`config.mk`:
```
export PLATFORM = sky130hd
export DESIGN_NAME = utf8_script_run_segmenter_core_flat
export DESIGN_NICKNAME = d
export VERILOG_FILES = /design/src/rtl/usrs_pkg.sv /design/src/rtl/usrs_byte_if.sv /design/src/rtl/usrs_run_if.sv /design/src/rtl/usrs_decode.sv /design/src/rtl/usrs_run.sv /design/src/rtl/usrs_fifo.sv /design/src/rtl/utf8_script_run_segmenter_core.sv /design/src/flat_wrapper.sv
export SDC_FILE = /design/constraint.sdc
export NUM_CORES = 1
export LEC_CHECK = 0
export ABC_AREA = 1
export BUFFER_PORTS_ARGS = -buffer_cell sky130_fd_sc_hd__buf_2
export CORE_ASPECT_RATIO = 1.1
export CORE_UTILIZATION = 42
export DETAILED_ROUTE_END_ITERATION = 7
export HOLD_SLACK_MARGIN = 0.05
export SLEW_MARGIN = 20
export SYNTH_ARGS = -nofsm -noshare
export SYNTH_HDL_FRONTEND = slang
export SYNTH_SLANG_ARGS = --single-unit
export TNS_END_PERCENT = 100
```
`constraint.sdc`:
```
create_clock -name i_clk -period 8.53 [get_ports i_clk]
set_input_delay 0.853 -clock i_clk [delete_from_list [all_inputs] [get_ports i_clk]]
set_output_delay 0.853 -clock i_clk [all_outputs]
set_load 0.02 [all_outputs]
```
`src/rtl/usrs_pkg.sv`:
```
package usrs_pkg;

    // Codepoint and counter widths
    localparam int CP_W     = 21;
    localparam int CNT_W    = 16;
    localparam int CFG_W    = 21;
    localparam int CFG_IDX_W = 1;

    // Configuration register indexes
    localparam logic [CFG_IDX_W-1:0] REG_HAN_LOW  = 1'b0;
    localparam logic [CFG_IDX_W-1:0] REG_HAN_HIGH = 1'b1;

    // Reset values of the Han range
    localparam logic [CFG_W-1:0] HAN_LOW_RST  = 21'h004E00;
    localparam logic [CFG_W-1:0] HAN_HIGH_RST = 21'h009FA5;

    // Language codes
    localparam logic [1:0] LANG_HAN   = 2'd0;
    localparam logic [1:0] LANG_LATIN = 2'd1;
    localparam logic [1:0] LANG_OTHER = 2'd2;

    localparam logic [CNT_W-1:0] CNT_MAX = '1;

    // Result queue
    localparam int FIFO_DEPTH = 4;
    localparam int FIFO_PTR_W = $clog2(FIFO_DEPTH);
    localparam int FIFO_CNT_W = $clog2(FIFO_DEPTH + 1);

    // One finished character, from the decoder to the run tracker
    typedef struct packed {
        logic            valid;
        logic [1:0]      lang;
        logic [2:0]      nbytes;
    } t_char_evt;

    // One result beat
    typedef struct packed {
        logic [1:0]       run_lang;
        logic [CNT_W-1:0] run_bytes;
        logic [CNT_W-1:0] run_chars;
        logic             text_done;
        logic             last_of_burst;
    } t_result;

    // Results produced by one input beat, in order
    typedef struct packed {
        logic [1:0] n;
        t_result    first;
        t_result    second;
    } t_push;

    // Run tracker status
    typedef struct packed {
        logic       open;
        logic [1:0] lang;
    } t_run_status;

endpackage

```
`src/rtl/usrs_byte_if.sv`:
```
interface usrs_byte_if;
    logic       valid;
    logic       ready;
    logic [7:0] text_byte;
    logic       end_of_text;

    modport source (output valid, output text_byte, output end_of_text, input ready);
    modport sink   (input valid, input text_byte, input end_of_text, output ready);
endinterface

```
`src/rtl/usrs_run_if.sv`:
```
interface usrs_run_if;
    logic        valid;
    logic        ready;
    logic [1:0]  run_lang;
    logic [15:0] run_bytes;
    logic [15:0] run_chars;
    logic        text_done;
    logic        last_of_burst;

    modport source (output valid, output run_lang, output run_bytes, output run_chars,
                    output text_done, output last_of_burst, input ready);
    modport sink   (input valid, input run_lang, input run_bytes, input run_chars,
                    input text_done, input last_of_burst, output ready);
endinterface

```
`src/rtl/usrs_decode.sv`:
```
module usrs_decode (
    input  logic                            i_clk,
    input  logic                            i_rst_n,
    input  logic                            i_accept,
    input  logic [7:0]                      i_byte,
    input  logic                            i_eot,
    input  logic                            i_cfg_we,
    input  logic [usrs_pkg::CFG_IDX_W-1:0]  i_cfg_idx,
    input  logic [usrs_pkg::CFG_W-1:0]      i_cfg_data,
    output usrs_pkg::t_char_evt             o_char,
    output logic [1:0]                      o_pending
);
    import usrs_pkg::*;

    logic [CP_W-1:0]  r_acc, n_acc;
    logic [1:0]       r_pend, n_pend;
    logic [2:0]       r_cbc, n_cbc;
    logic [CFG_W-1:0] r_han_low, r_han_high;
    logic [CP_W-1:0]  cp;
    logic             done;
    logic             stray;

    // Byte assembly, with zero fill on a truncated character
    always_comb begin
        n_acc  = r_acc;
        n_pend = r_pend;
        n_cbc  = r_cbc;
        done   = 1'b0;
        stray  = 1'b0;
        if (r_pend == 2'd0) begin
            n_cbc = 3'd1;
            if (i_byte >= 8'hF0) begin
                n_acc  = {18'd0, i_byte[2:0]};
                n_pend = 2'd3;
            end else if (i_byte >= 8'hE0) begin
                n_acc  = {17'd0, i_byte[3:0]};
                n_pend = 2'd2;
            end else if (i_byte >= 8'hC0) begin
                n_acc  = {16'd0, i_byte[4:0]};
                n_pend = 2'd1;
            end else begin
                n_acc = {13'd0, i_byte};
                stray = i_byte[7];
                done  = 1'b1;
            end
        end else begin
            n_acc  = {r_acc[CP_W-7:0], i_byte[5:0]};
            n_cbc  = r_cbc + 3'd1;
            n_pend = r_pend - 2'd1;
            done   = (r_pend == 2'd1);
        end
        cp = n_acc;
        if (!done && i_eot) begin
            case (n_pend)
                2'd1:    cp = {n_acc[CP_W-7:0], 6'd0};
                2'd2:    cp = {n_acc[CP_W-13:0], 12'd0};
                2'd3:    cp = {n_acc[CP_W-19:0], 18'd0};
                default: cp = n_acc;
            endcase
        end
    end

    // Classification
    always_comb begin
        o_char.valid  = i_accept && (done || i_eot);
        o_char.nbytes = n_cbc;
        if (stray) begin
            o_char.lang = LANG_OTHER;
        end else if (cp >= r_han_low && cp <= r_han_high) begin
            o_char.lang = LANG_HAN;
        end else if ((cp >= 21'h41 && cp <= 21'h5A) || (cp >= 21'h61 && cp <= 21'h7A)) begin
            o_char.lang = LANG_LATIN;
        end else begin
            o_char.lang = LANG_OTHER;
        end
    end

    assign o_pending = r_pend;

    // Decoder state and Han range registers
    always_ff @(posedge i_clk) begin
        if (!i_rst_n) begin
            r_acc      <= '0;
            r_pend     <= '0;
            r_cbc      <= '0;
            r_han_low  <= HAN_LOW_RST;
            r_han_high <= HAN_HIGH_RST;
        end else begin
            if (i_cfg_we) begin
                case (i_cfg_idx)
                    REG_HAN_LOW:  r_han_low  <= i_cfg_data;
                    REG_HAN_HIGH: r_han_high <= i_cfg_data;
                    default:      r_han_low  <= r_han_low;
                endcase
            end
            if (i_accept) begin
                if (done || i_eot) begin
                    r_acc  <= '0;
                    r_cbc  <= '0;
                    r_pend <= '0;
                end else begin
                    r_acc  <= n_acc;
                    r_cbc  <= n_cbc;
                    r_pend <= n_pend;
                end
            end
        end
    end

endmodule

```
`src/rtl/usrs_run.sv`:
```
module usrs_run (
    input  logic                  i_clk,
    input  logic                  i_rst_n,
    input  logic                  i_accept,
    input  logic                  i_eot,
    input  usrs_pkg::t_char_evt   i_char,
    output usrs_pkg::t_push       o_push,
    output usrs_pkg::t_run_status o_status
);
    import usrs_pkg::*;

    logic             r_open, a_open;
    logic [1:0]       r_lang, a_lang;
    logic [CNT_W-1:0] r_bytes, a_bytes;
    logic [CNT_W-1:0] r_chars, a_chars;
    logic             close;
    logic             eot_emit;
    logic [CNT_W:0]   sum_bytes;
    logic [CNT_W:0]   sum_chars;
    t_result          res_close;
    t_result          res_eot;

    assign sum_bytes = {1'b0, r_bytes} + {{(CNT_W-2){1'b0}}, i_char.nbytes};
    assign sum_chars = {1'b0, r_chars} + {{CNT_W{1'b0}}, 1'b1};

    // Run update for the finished character
    always_comb begin
        a_open  = r_open;
        a_lang  = r_lang;
        a_bytes = r_bytes;
        a_chars = r_chars;
        close   = 1'b0;
        if (i_char.valid) begin
            if (!r_open) begin
                a_open  = 1'b1;
                a_lang  = i_char.lang;
                a_bytes = {{(CNT_W-3){1'b0}}, i_char.nbytes};
                a_chars = {{(CNT_W-1){1'b0}}, 1'b1};
            end else if (r_lang == LANG_OTHER || i_char.lang == r_lang
                         || i_char.lang == LANG_OTHER) begin
                if (r_lang == LANG_OTHER) begin
                    a_lang = i_char.lang;
                end
                a_bytes = sum_bytes[CNT_W] ? CNT_MAX : sum_bytes[CNT_W-1:0];
                a_chars = sum_chars[CNT_W] ? CNT_MAX : sum_chars[CNT_W-1:0];
            end else begin
                close   = 1'b1;
                a_lang  = i_char.lang;
                a_bytes = {{(CNT_W-3){1'b0}}, i_char.nbytes};
                a_chars = {{(CNT_W-1){1'b0}}, 1'b1};
            end
        end
        eot_emit = i_eot && a_open;
    end

    // Result beats for this byte
    always_comb begin
        res_close.run_lang      = r_lang;
        res_close.run_bytes     = r_bytes;
        res_close.run_chars     = r_chars;
        res_close.text_done     = 1'b0;
        res_close.last_of_burst = !eot_emit;
        res_eot.run_lang        = a_lang;
        res_eot.run_bytes       = a_bytes;
        res_eot.run_chars       = a_chars;
        res_eot.text_done       = 1'b1;
        res_eot.last_of_burst   = 1'b1;
        o_push.second           = res_eot;
        if (!i_accept) begin
            o_push.n     = 2'd0;
            o_push.first = res_close;
        end else if (close) begin
            o_push.n     = eot_emit ? 2'd2 : 2'd1;
            o_push.first = res_close;
        end else begin
            o_push.n     = eot_emit ? 2'd1 : 2'd0;
            o_push.first = res_eot;
        end
    end

    assign o_status.open = r_open;
    assign o_status.lang = r_lang;

    // Run state
    always_ff @(posedge i_clk) begin
        if (!i_rst_n) begin
            r_open  <= 1'b0;
            r_lang  <= LANG_OTHER;
            r_bytes <= '0;
            r_chars <= '0;
        end else if (i_accept) begin
            if (i_eot) begin
                r_open  <= 1'b0;
                r_lang  <= LANG_OTHER;
                r_bytes <= '0;
                r_chars <= '0;
            end else begin
                r_open  <= a_open;
                r_lang  <= a_lang;
                r_bytes <= a_bytes;
                r_chars <= a_chars;
            end
        end
    end

endmodule

```
`src/rtl/usrs_fifo.sv`:
```
module usrs_fifo (
    input  logic                                i_clk,
    input  logic                                i_rst_n,
    input  usrs_pkg::t_push                     i_push,
    input  logic                                i_pop,
    output usrs_pkg::t_result                   o_head,
    output logic [usrs_pkg::FIFO_CNT_W-1:0]     o_count
);
    import usrs_pkg::*;

    t_result               mem [FIFO_DEPTH];
    logic [FIFO_PTR_W-1:0] r_wr_ptr;
    logic [FIFO_PTR_W-1:0] r_rd_ptr;
    logic [FIFO_CNT_W-1:0] r_count;
    logic [FIFO_PTR_W-1:0] wr_next;
    logic                  pop;

    assign wr_next = r_wr_ptr + 1'b1;
    assign pop     = i_pop && (r_count != '0);
    assign o_head  = mem[r_rd_ptr];
    assign o_count = r_count;

    // Storage: up to two writes a cycle at consecutive slots
    always_ff @(posedge i_clk) begin
        if (i_push.n != 2'd0) begin
            mem[r_wr_ptr] <= i_push.first;
        end
        if (i_push.n == 2'd2) begin
            mem[wr_next] <= i_push.second;
        end
    end

    // Pointers and fill level
    always_ff @(posedge i_clk) begin
        if (!i_rst_n) begin
            r_wr_ptr <= '0;
            r_rd_ptr <= '0;
            r_count  <= '0;
        end else begin
            r_wr_ptr <= r_wr_ptr + FIFO_PTR_W'(i_push.n);
            if (pop) begin
                r_rd_ptr <= r_rd_ptr + 1'b1;
            end
            r_count <= r_count + FIFO_CNT_W'(i_push.n) - FIFO_CNT_W'(pop);
        end
    end

endmodule

```
`src/rtl/utf8_script_run_segmenter_core.sv`:
```
// Channel   Dir  Beat contents
// i_text    in   text_byte, end_of_text
// o_run     out  run_lang, run_bytes, run_chars, text_done, last_of_burst
// i_cfg_*   in   write enable, register index, 21-bit data (han_low, han_high)
//
// One input byte per cycle: decode, classify and run update sit between the
// decoder/run registers and a 4-entry result queue, so the byte is done in the
// cycle it is taken and its results are visible the next cycle.
// A byte may produce two result beats; i_text.ready drops while the queue holds
// more than two beats, so a stalled sink backs up into the byte stream.
// Reset is synchronous, active low, and clears all run state and the queue.
module utf8_script_run_segmenter_core (
    input  logic                            i_clk,
    input  logic                            i_rst_n,
    usrs_byte_if.sink                       i_text,
    usrs_run_if.source                      o_run,
    input  logic                            i_cfg_we,
    input  logic [usrs_pkg::CFG_IDX_W-1:0]  i_cfg_idx,
    input  logic [usrs_pkg::CFG_W-1:0]      i_cfg_data
);
    import usrs_pkg::*;

    logic                  accept;
    t_char_evt             char_evt;
    logic [1:0]            pending;
    t_push                 push;
    t_run_status           run_status;
    t_result               head;
    logic [FIFO_CNT_W-1:0] count;

    // Room for two more beats
    assign i_text.ready = (count <= FIFO_CNT_W'(FIFO_DEPTH - 2));
    assign accept       = i_text.valid && i_text.ready;

    usrs_decode u_decode (
        .i_clk      (i_clk),
        .i_rst_n    (i_rst_n),
        .i_accept   (accept),
        .i_byte     (i_text.text_byte),
        .i_eot      (i_text.end_of_text),
        .i_cfg_we   (i_cfg_we),
        .i_cfg_idx  (i_cfg_idx),
        .i_cfg_data (i_cfg_data),
        .o_char     (char_evt),
        .o_pending  (pending)
    );

    usrs_run u_run (
        .i_clk    (i_clk),
        .i_rst_n  (i_rst_n),
        .i_accept (accept),
        .i_eot    (i_text.end_of_text),
        .i_char   (char_evt),
        .o_push   (push),
        .o_status (run_status)
    );

    usrs_fifo u_fifo (
        .i_clk   (i_clk),
        .i_rst_n (i_rst_n),
        .i_push  (push),
        .i_pop   (o_run.ready),
        .o_head  (head),
        .o_count (count)
    );

    // Output beat
    assign o_run.valid         = (count != '0);
    assign o_run.run_lang      = head.run_lang;
    assign o_run.run_bytes     = head.run_bytes;
    assign o_run.run_chars     = head.run_chars;
    assign o_run.text_done     = head.text_done;
    assign o_run.last_of_burst = head.last_of_burst;

    // Queue never overfills
    a_fifo_bound: assert property (@(posedge i_clk) disable iff (!i_rst_n)
        count <= FIFO_CNT_W'(FIFO_DEPTH))
        else $error("result queue overfilled");

    // End of text leaves decoder and run tracker in reset state
    a_eot_clears: assert property (@(posedge i_clk) disable iff (!i_rst_n)
        accept && i_text.end_of_text |=> !run_status.open && pending == 2'd0
            && run_status.lang == LANG_OTHER)
        else $error("state not cleared after end of text");

    // End of text with an open run always yields a beat
    a_eot_emits: assert property (@(posedge i_clk) disable iff (!i_rst_n)
        accept && i_text.end_of_text && run_status.open |=> count != '0)
        else $error("open run not emitted at end of text");

    // A byte is never taken without room for its results
    a_room: assert property (@(posedge i_clk) disable iff (!i_rst_n)
        push.n != 2'd0 |-> count <= FIFO_CNT_W'(FIFO_DEPTH - 2))
        else $error("push without room");

endmodule
```
`src/flat_wrapper.sv`:
```
// flat-port wrapper written by rule: the top's interface ports become plain ports
module utf8_script_run_segmenter_core_flat import usrs_pkg::*;
  (i_clk, i_rst_n, i_cfg_we, i_cfg_idx, i_cfg_data, i_text_valid, i_text_text_byte, i_text_end_of_text, i_text_ready, o_run_valid, o_run_run_lang, o_run_run_bytes, o_run_run_chars, o_run_text_done, o_run_last_of_burst, o_run_ready);
  usrs_byte_if i_text_i ();
  usrs_run_if o_run_i ();
  input  logic i_clk;
  input  logic i_rst_n;
  input  logic i_cfg_we;
  input  logic [usrs_pkg::CFG_IDX_W-1:0] i_cfg_idx;
  input  logic [usrs_pkg::CFG_W-1:0] i_cfg_data;
  input wire logic [$bits(i_text_i.valid)-1:0] i_text_valid;
  input wire logic [$bits(i_text_i.text_byte)-1:0] i_text_text_byte;
  input wire logic [$bits(i_text_i.end_of_text)-1:0] i_text_end_of_text;
  output wire logic [$bits(i_text_i.ready)-1:0] i_text_ready;
  output wire logic [$bits(o_run_i.valid)-1:0] o_run_valid;
  output wire logic [$bits(o_run_i.run_lang)-1:0] o_run_run_lang;
  output wire logic [$bits(o_run_i.run_bytes)-1:0] o_run_run_bytes;
  output wire logic [$bits(o_run_i.run_chars)-1:0] o_run_run_chars;
  output wire logic [$bits(o_run_i.text_done)-1:0] o_run_text_done;
  output wire logic [$bits(o_run_i.last_of_burst)-1:0] o_run_last_of_burst;
  input wire logic [$bits(o_run_i.ready)-1:0] o_run_ready;
  assign i_text_i.valid = i_text_valid;
  assign i_text_i.text_byte = i_text_text_byte;
  assign i_text_i.end_of_text = i_text_end_of_text;
  assign i_text_ready = i_text_i.ready;
  assign o_run_valid = o_run_i.valid;
  assign o_run_run_lang = o_run_i.run_lang;
  assign o_run_run_bytes = o_run_i.run_bytes;
  assign o_run_run_chars = o_run_i.run_chars;
  assign o_run_text_done = o_run_i.text_done;
  assign o_run_last_of_burst = o_run_i.last_of_burst;
  assign o_run_i.ready = o_run_ready;
  utf8_script_run_segmenter_core u_core (.i_clk(i_clk), .i_rst_n(i_rst_n), .i_text(i_text_i), .o_run(o_run_i), .i_cfg_we(i_cfg_we), .i_cfg_idx(i_cfg_idx), .i_cfg_data(i_cfg_data));
endmodule
```
==> results of run 1 <==
-- layer usage --
| metal | global-route usage | up-vias | wire, µm |
|---|---|---|---|
| met5 | 0 | - | 0 |
| met4 | 0.0725 | 0 | 924 |
| met3 | 0.0264 | 63 | 2500 |
| met2 | 0.423 | 473 | 20700 |
| met1 | 0.308 | 6275 | 18700 |
| li1 | - | 6582 | - |
-- logic make-up (layout without fill, tap and decap cells) --
logic type	count (synthesis)	count (layout)	share of synthesized area
xor gates and xnor gates	14	14	0.00842
buffers and inverters	314	359	0.0859
DFF	250	250	0.437
adders and majority gates	47	47	0.0414
and+or+nand+nor	979	979	0.275
AOI/OAI and AO/OA	382	382	0.153
-- power groups by stage --
stage	combinational, W	sequential, W	clock, W
after floorplan	0.000557	0.00136	0
after global placement	0.000789	0.00137	0
after detailed placement	0.000800	0.00137	0
after CTS	0.000802	0.00135	0.00129
after global routing	0.000881	0.00135	0.00134
final	0.000800	0.00135	0.00128
-- path summary, 6_finish.rpt --
check                                from                           end  slack (ps)  depth (start not counted)
max          u_core.u_decode.o_pending[1]      u_core.u_fifo.mem[2][20]        1910                         28
min          u_core.u_decode.r_han_low[7]  u_core.u_decode.r_han_low[7]         470                          2
max reg2reg  u_core.u_decode.o_pending[1]      u_core.u_fifo.mem[2][20]        1910                         28
min reg2reg  u_core.u_decode.r_han_low[7]  u_core.u_decode.r_han_low[7]         470                          2
-- area by class of cell --
| class | count | area (µm²) |
|---|---|---|
| fill | 3378 | 18000 |
| multi-input combinational | 1422 | 7010 |
| sequential | 250 | 6370 |
| inverter | 214 | 803 |
| clock buffer | 34 | 763 |
| tap | 438 | 548 |
| timing repair buffer | 93 | 515 |
| clock inverter | 18 | 214 |
-- sequential cells by signal, indices dropped and copies added, names as in the netlist, named ones only --
| signal | flops |
|---|---|
| u_core.u_run.r_bytes | 16 |
| u_core.u_fifo.r_rd_ptr | 2 |
| u_core.u_fifo.mem | 144 |
| u_core.u_run.r_lang | 2 |
| u_core.u_decode.r_han_low | 21 |
| u_core.u_decode.o_pending | 2 |
| u_core.u_fifo.r_wr_ptr | 2 |
| u_core.u_decode.r_acc | 15 |
| u_core.u_decode.r_cbc | 3 |
| u_core.u_fifo.o_count | 3 |
| u_core.u_run.r_open | 1 |
| u_core.u_decode.r_han_high | 21 |
| u_core.u_run.r_chars | 16 |
-- metrics by stage --
| stage | hold slack (ps) | total power (W) | setup WS, ps | instance area, µm² |
|---|---|---|---|---|
| 2_1_floorplan | 435 | 0.00192 | 3120 | 14600 |
| 3_3_place_gp | 454 | 0.00216 | 1610 | 15200 |
| 3_5_place_dp | 459 | 0.00217 | 1510 | 15200 |
| 4_1_cts | 471 | 0.00344 | 1930 | 16200 |
| 5_1_grt | 490 | 0.00357 | 1440 | 16200 |
| 6_report | 471 | 0.00342 | 1910 | 16200 |
-- worst max-delay path: cells and delay by family, from the launching register on --
family	cells	cell delay, ps
AO/OA/AOI/OAI	2	290
adder cells (fa/ha/maj)	2	540
AND/OR/NAND/NOR	17	2930
flip-flops	1	700
buffers and inverters	7	1800
-- synth_stat cells, drive strengths merged, types with 21 or more instances --
| cell | n | area [µm²] |
|---|---|---|
| nand3 | 106 | 548 |
| ha | 45 | 563 |
| clkbuf | 71 | 267 |
| edfxtp | 136 | 4080 |
| dfxtp | 114 | 2280 |
| buf | 29 | 181 |
| nand2 | 651 | 2480 |
| a21oi | 116 | 581 |
| nor2 | 171 | 667 |
| o22ai | 44 | 300 |
| nand4 | 21 | 131 |
| o21ai | 181 | 1030 |
| inv | 210 | 788 |
==> metrics.md, run 1 <==
| Metric | Value |
|---|---|
| Worst IR Drop VDD | `0.159 mV` |
| Relative slew slack | `0.302` |
| Prevailing post-synth register cell | `edfxtp_1` |
| CTS Root Buffer Type | `clkbuf_16` |
| PortBufs | `73` |
| Worst path slowest cell | `nor3_2` |
| Ratio of cells with drive above 1 in the final layout | `0.117` |
| Power per cell area | `211 nW/µm²` |
| Worst-path clk slew | `60 ps` |
| Fin. max-slew vios | `0` |
| TritonCTS clock tree | `yes` |
| Clock power share | `0.373` |
| Syn_area_per_cell | `7.34 µm²` |
| Worst-Skew Late Latency | `570 ps` |
| Largest net degree at the start of global routing | `74` |
| Final Non-Filler Cells | `2469` |
| CTS sink cnt | `250` |
| Initial Utilization | `0.426` |
| Net Switching | `0.00112 W` |
| Synth-to-layout area growth | `11.4%` |
| Most frequent cells in the layout | `nand2_1 (638), inv_1 (186), nor2_1 (164), edfxtp_1 (136), o21ai_0 (131)` |
| FP Rows | `71` |
| Max-cap violations | `0` |
| Status | `finished with violations` |
| Fmax | `151 MHz` |
| EDFF count, synth | `136` |
| IO Count | `74` |
| Clock skew | `25.5 ps` |
| Static Leak | `6.78 nW` |
| Vias in the first global route | `12500` |
| Final setup fails | `0` |
| First-pass GRT wire length | `67.6 mm` |
| Critical Path AT | `6830 ps` |
| Cells after Synth | `1986` |
| Crit path largest cell delay | `790 ps` |
| # nets final | `2092` |
| CP Class | `register to register` |
| DRT Wirelength | `42.8 mm` |
| Die width | `180 µm` |
| Mapped Nets | `2069` |
| Failing checks | `design-rule violations` |
| ANT cells | `0` |
| Commonest non-fill, non-tap cell in the layout | `nand2_1` |
| Average wire per cell in the routed design | `17.4 µm` |
| Cts hold-fix bufs | `0` |
| Hold crit path type | `register to register` |
| Post-DP HPWL | `29.0 mm` |
| Syn. warnings | `0` |
| Seq/Total Area, Yosys | `0.437` |
| P_int | `0.00230 W` |
| Post-CTS Setup Inserts | `0` |
| Util after Layout | `0.474` |
| Total grt overflow | `0` |
| 1st-pass router iterations | `8` |
| Final hold violations | `0` |
| CP Max Fanout | `27` |
| CTS H-tree depth | `1` |
| Via count | `13400` |
| Switching Fraction | `0.328` |
| Detailed-route DRC error count | `3` |
| Slew @ Worst Pin | `1050 ps` |
| Post-synth ARST share | `0` |
| Dpl cells | `2417` |
| Die Area | `35400 µm²` |
| Logic pwr share | `0.234` |
| RD Place Congestion | `0.896` |
| Share of power burned in registers | `0.393` |
| Initial antenna violation count | `0` |
| CP Launch Type | `register` |
| Minimum clock period | `6620 ps` |
| Seq cells post-synth | `250` |
| Cts bufs inserted | `28` |
| Antenna viol nets, final | `0` |
| Vias/cell | `5.42` |
| Setup crit end kind | `register` |
| Std-Cell Core Area | `34200 µm²` |
| Post-Route Setup TNS | `0 ps` |
| Max Buffers Root-to-Sink | `3` |
| Chip Height | `197 µm` |
| Iteration-0 DRC Markers | `1114` |
| Synth Cell Area | `14600 µm²` |
| Synth unique cells | `51` |
| Required @ worst endpoint | `8740 ps` |
| Tcrit/Tclk final | `0.777` |
| Post-CTS sizing | `0` |
| RSZ-0062 raised after global routing | `no` |
| GRT Total Usage | `0.239` |
No activity file was read; power rests on OpenSTA's default activity.
==> inputs of run 2 (changes only) <==
--- a/config.mk
+++ b/config.mk
@@ -5,7 +5,7 @@
 export SDC_FILE = /design/constraint.sdc
 export NUM_CORES = 1
 export LEC_CHECK = 0
-export ABC_AREA = 1
+export ABC_AREA = 0
 export BUFFER_PORTS_ARGS = -buffer_cell sky130_fd_sc_hd__buf_2
 export CORE_ASPECT_RATIO = 1.1
 export CORE_UTILIZATION = 42
==> constraint.sdc (replaced) <==
create_clock -name i_clk -period 5.56 [get_ports i_clk]
set_input_delay 0.556 -clock i_clk [delete_from_list [all_inputs] [get_ports i_clk]]
set_output_delay 0.556 -clock i_clk [all_outputs]
set_load 0.02 [all_outputs]
==> run 2 against run 1 <==
Compared with the run above:
- the flow now finishes without violations
- global-route usage rose by 1.1 points
- hold slack got worse by 240 ps
- total power rose by 56%
- synthesized cell count fell by 27%
- non-clock buffer count increased by 75
==> metrics.md, run 2 <==
| Metric | Value |
|---|---|
| Status | `complete, no violations` |
| Initial Utilization | `0.427 (+0.00121)` |
| Top cells by area, synth | `edfxtp_1 (29%), dfxtp_1 (16%), mux4_2 (5.7%), nand2_1 (5.2%), a22o_1 (4.7%)` |
| RD Place Congestion | `0.936 (+4.5%)` |
| Vias in the first global route | `11800 (-5.1%)` |
| CTS sink cnt | `250 (unchanged)` |
| Register with the most flip-flops | `u_core.u_fifo.mem` |
| FF-to-FF path depth | `20 (-29%)` |
| Placed cell area | `15700 µm² (+2.8%)` |
| Die Area | `34700 µm² (-2.1%)` |
| Via count | `12000 (-10%)` |
| Largest net degree at the start of global routing | `52 (-30%)` |
| Antenna viol nets, final | `0 (unchanged)` |
| Reg-to-Reg End | `u_core.u_fifo.mem[1][20]` |
| Prevailing post-synth register cell | `edfxtp_1` |
| Hold path endpoint | `u_core.u_decode.r_han_high[0]` |
| Minimum clock period | `5280 ps (-1340 ps)` |
| Static Leak | `5.91 nW (-13%)` |
| Seq cells post-synth | `250 (unchanged)` |
| Commonest cells post-synth | `nand2_1 (199), edfxtp_1 (136), o21ai_0 (120), dfxtp_1 (114), clkbuf_1 (80)` |
| Vias/cell | `6.04 (+11%)` |
| Synth Cell Area | `14300 µm² (-2.2%)` |
| ANT cells | `0 (unchanged)` |
| DRT Wirelength | `43.1 mm (+0.63%)` |
| Std-Cell Core Area | `33400 µm² (-2.4%)` |
| EDFF count, synth | `136 (unchanged)` |
| Worst-Skew Late Latency | `560 ps (about the same)` |
| Synth unique cells | `93 (+82%)` |
| Tcrit/Tclk final | `0.950 (+0.173)` |
| Relative slew slack | `0.291 (-0.0111)` |
| Chip Height | `195 µm (-1.1%)` |
| Hold-critical path depth | `3 (+1)` |
| Iteration-0 DRC Markers | `1101 (-1.2%)` |
| Power per cell area | `319 nW/µm² (+51%)` |
| CP Class | `register to register` |
| Cts bufs inserted | `28 (unchanged)` |
| Synth area leader | `edfxtp_1` |
| Cells after Synth | `1448 (-27%)` |
| # fillers | `3115 (-7.8%)` |
| TritonCTS clock tree | `yes` |
| Share of the synthesized area in the top cell type | `0.287 (+0.00618)` |
| 1st-pass router iterations | `6 (-2)` |
| Initial antenna violation count | `0 (unchanged)` |
| Post-DP HPWL | `30.5 mm (+5.0%)` |
| Required @ worst endpoint | `5860 ps (-2880 ps)` |
| Worst IR Drop VDD | `0.252 mV (+59%)` |
| Post-synth ARST share | `0 (unchanged)` |
| Critical Path AT | `5580 ps (-1250 ps)` |
| Post-Route Setup TNS | `0 ps (unchanged)` |
| Commonest non-fill, non-tap cell in the layout | `nand2_1` |
| RSZ-0062 raised after global routing | `no` |
| Clock skew | `24.8 ps (-0.680 ps)` |
| Die width | `178 µm (-1.1%)` |
| Synth-to-layout area growth | `17.1%` |
| Final setup fails | `0 (unchanged)` |
| Post-CTS Setup Inserts | `0 (unchanged)` |
| GRT Total Usage | `0.250 (+0.0105)` |
| Util after Layout | `0.500 (+0.0259)` |
| Setup crit end kind | `register` |
| Ratio of cells with drive above 1 in the final layout | `0.202 (+0.0850)` |
| Cts hold-fix bufs | `0 (unchanged)` |
| Max FFs per register | `144 (unchanged)` |
| # nets final | `1619 (-23%)` |
| Most frequent cells in the layout | `nand2_1 (198), edfxtp_1 (136), o21ai_0 (118), dfxtp_1 (111), buf_4 (81)` |
| Hold crit path type | `input port to register` |
| Fmax | `189 MHz (+25%)` |
| Detailed-route DRC error count | `0 (-3)` |
| Final hold violations | `0 (unchanged)` |
| Dpl cells | `1938 (-20%)` |
| Worst Hold Launch | `i_cfg_data[0]` |
| PortBufs | `73 (unchanged)` |
| Top Registers | `u_core.u_fifo.mem (144), u_core.u_decode.r_han_high (21), u_core.u_decode.r_han_low (21)` |
| IO Count | `74 (unchanged)` |
| RR Startpoint | `u_core.u_decode.o_pending[0]` |
| Final Non-Filler Cells | `1990 (-19%)` |
| Average wire per cell in the routed design | `21.7 µm (+25%)` |
| Max Buffers Root-to-Sink | `3 (unchanged)` |
| Most numerous cell in the Yosys netlist | `nand2_1` |
| Total Power | `0.00533 W (+56%)` |
| Syn_area_per_cell | `9.84 µm² (+34%)` |
| Seq/Total Area, Yosys | `0.447 (+0.00963)` |
| Post-CTS sizing | `0 (unchanged)` |
| Final instance area | `16700 µm² (+2.9%)` |
| Mapped Nets | `1531 (-26%)` |
| Flop2flop setup slack | `280 ps (-1630 ps)` |
| CTS Root Buffer Type | `clkbuf_16` |
| Slew @ Worst Pin | `1060 ps (+16.6 ps)` |
| FP Rows | `70 (-1.4%)` |
| Total grt overflow | `0 (unchanged)` |
| CTS H-tree depth | `1 (unchanged)` |
| CP Max Fanout | `13 (-52%)` |
| CP Launch Type | `register` |
| Syn. warnings | `0 (unchanged)` |
| Max-cap violations | `0 (unchanged)` |
| Worst-path clk slew | `60 ps (about the same)` |
| Fin. max-slew vios | `0 (unchanged)` |
| First-pass GRT wire length | `66.8 mm (-1.2%)` |
==> run 2: changes by cell type in the layout (fill, tap and decap cells not counted), moves of 22 or more <==
cell      change
a21oi_1      -57
buf_4        +61
nand2_1     -440
nor2b_1      +31
o21ai_2      -34
inv_1       -125
o22ai_1      -22
a21boi_0     +40
nand3_1      -63
a22o_1       +76
mux4_2       +36
inv_2        -22
nor2_1      -106
==> run 2: cell families after synthesis <==
| kind of cell | share of synthesized area |
|---|---|
| AOI/OAI and AO/OA | 0.229 |
| adders and majority gates | 0.0430 |
| and+or+nand+nor | 0.159 |
| muxes | 0.0635 |
| DFF | 0.447 |
| buffers and inverters | 0.0518 |
| xor gates and xnor gates | 0.00737 |
==> run 2: per-stage QoR <==
stage	worst slack [ps]	hold slack (ps)
CTS	251	212
floorplan	10.9	431
global route	58.1	237
finish	280	231
detailed placement	140	458
global placement	195	448
==> run 2: worst max path at each step <==
stage | cells after the start | start | slack (ps) | to
floorplan | 24 | i_text_text_byte[7] | 10 | u_core.u_fifo.mem[3][2]
global placement | 21 | i_text_end_of_text | 190 | u_core.u_fifo.mem[1][20]
detailed placement | 21 | i_text_end_of_text | 140 | u_core.u_fifo.mem[1][20]
CTS | 21 | u_core.u_decode.o_pending[1] | 250 | u_core.u_fifo.mem[1][20]
global route | 22 | u_core.u_decode.o_pending[0] | 60 | u_core.u_fifo.mem[1][20]
finish | 20 | u_core.u_decode.o_pending[0] | 280 | u_core.u_fifo.mem[1][20]
==> run 2: power by group <==
part / switching, W / internal (W)
clock: 0.000792 / 0.00125
combinational: 0.000722 / 0.000474
sequential: 0.0000739 / 0.00202
==> run 2: layout make-up <==
type | instances | area (µm²) | share of cell area
repair buffers | 168 | 1250 | 0.0748
well taps | 432 | 541 | 0.0324
clock inverters | 17 | 262 | 0.0157
flip-flops and latches | 250 | 6370 | 0.382
multi-input cells | 1021 | 7250 | 0.434
inverters | 67 | 267 | 0.0160
clock buffers | 35 | 758 | 0.0454
==> run 2: routing by layer <==
metal  vias to the layer above  track usage  wire [µm]
met5                         -            0          0
met4                         0       0.0852       1510
met3                       100       0.0236       2610
met2                       516        0.459      22300
met1                      5799        0.301      16600
li1                       5598            -          -
==> run 2: worst max-delay path: stages (launching register included) <==
cell	delay (ps)
dfxtp_1	430
and4b_1	250
nor2_2	380
o21ai_1	220
ha_1	350
a31oi_1	170
nor2b_1	90
a2111oi_4	370
nand3b_1	150
o21a_1	200
a221o_1	370
o21ai_4	180
a21o_4	140
inv_2	30
ha_1	380
nor2_1	80
nor2_2	220
nand2_1	160
a211oi_4	310
nor3_1	80
a2111oi_0	470
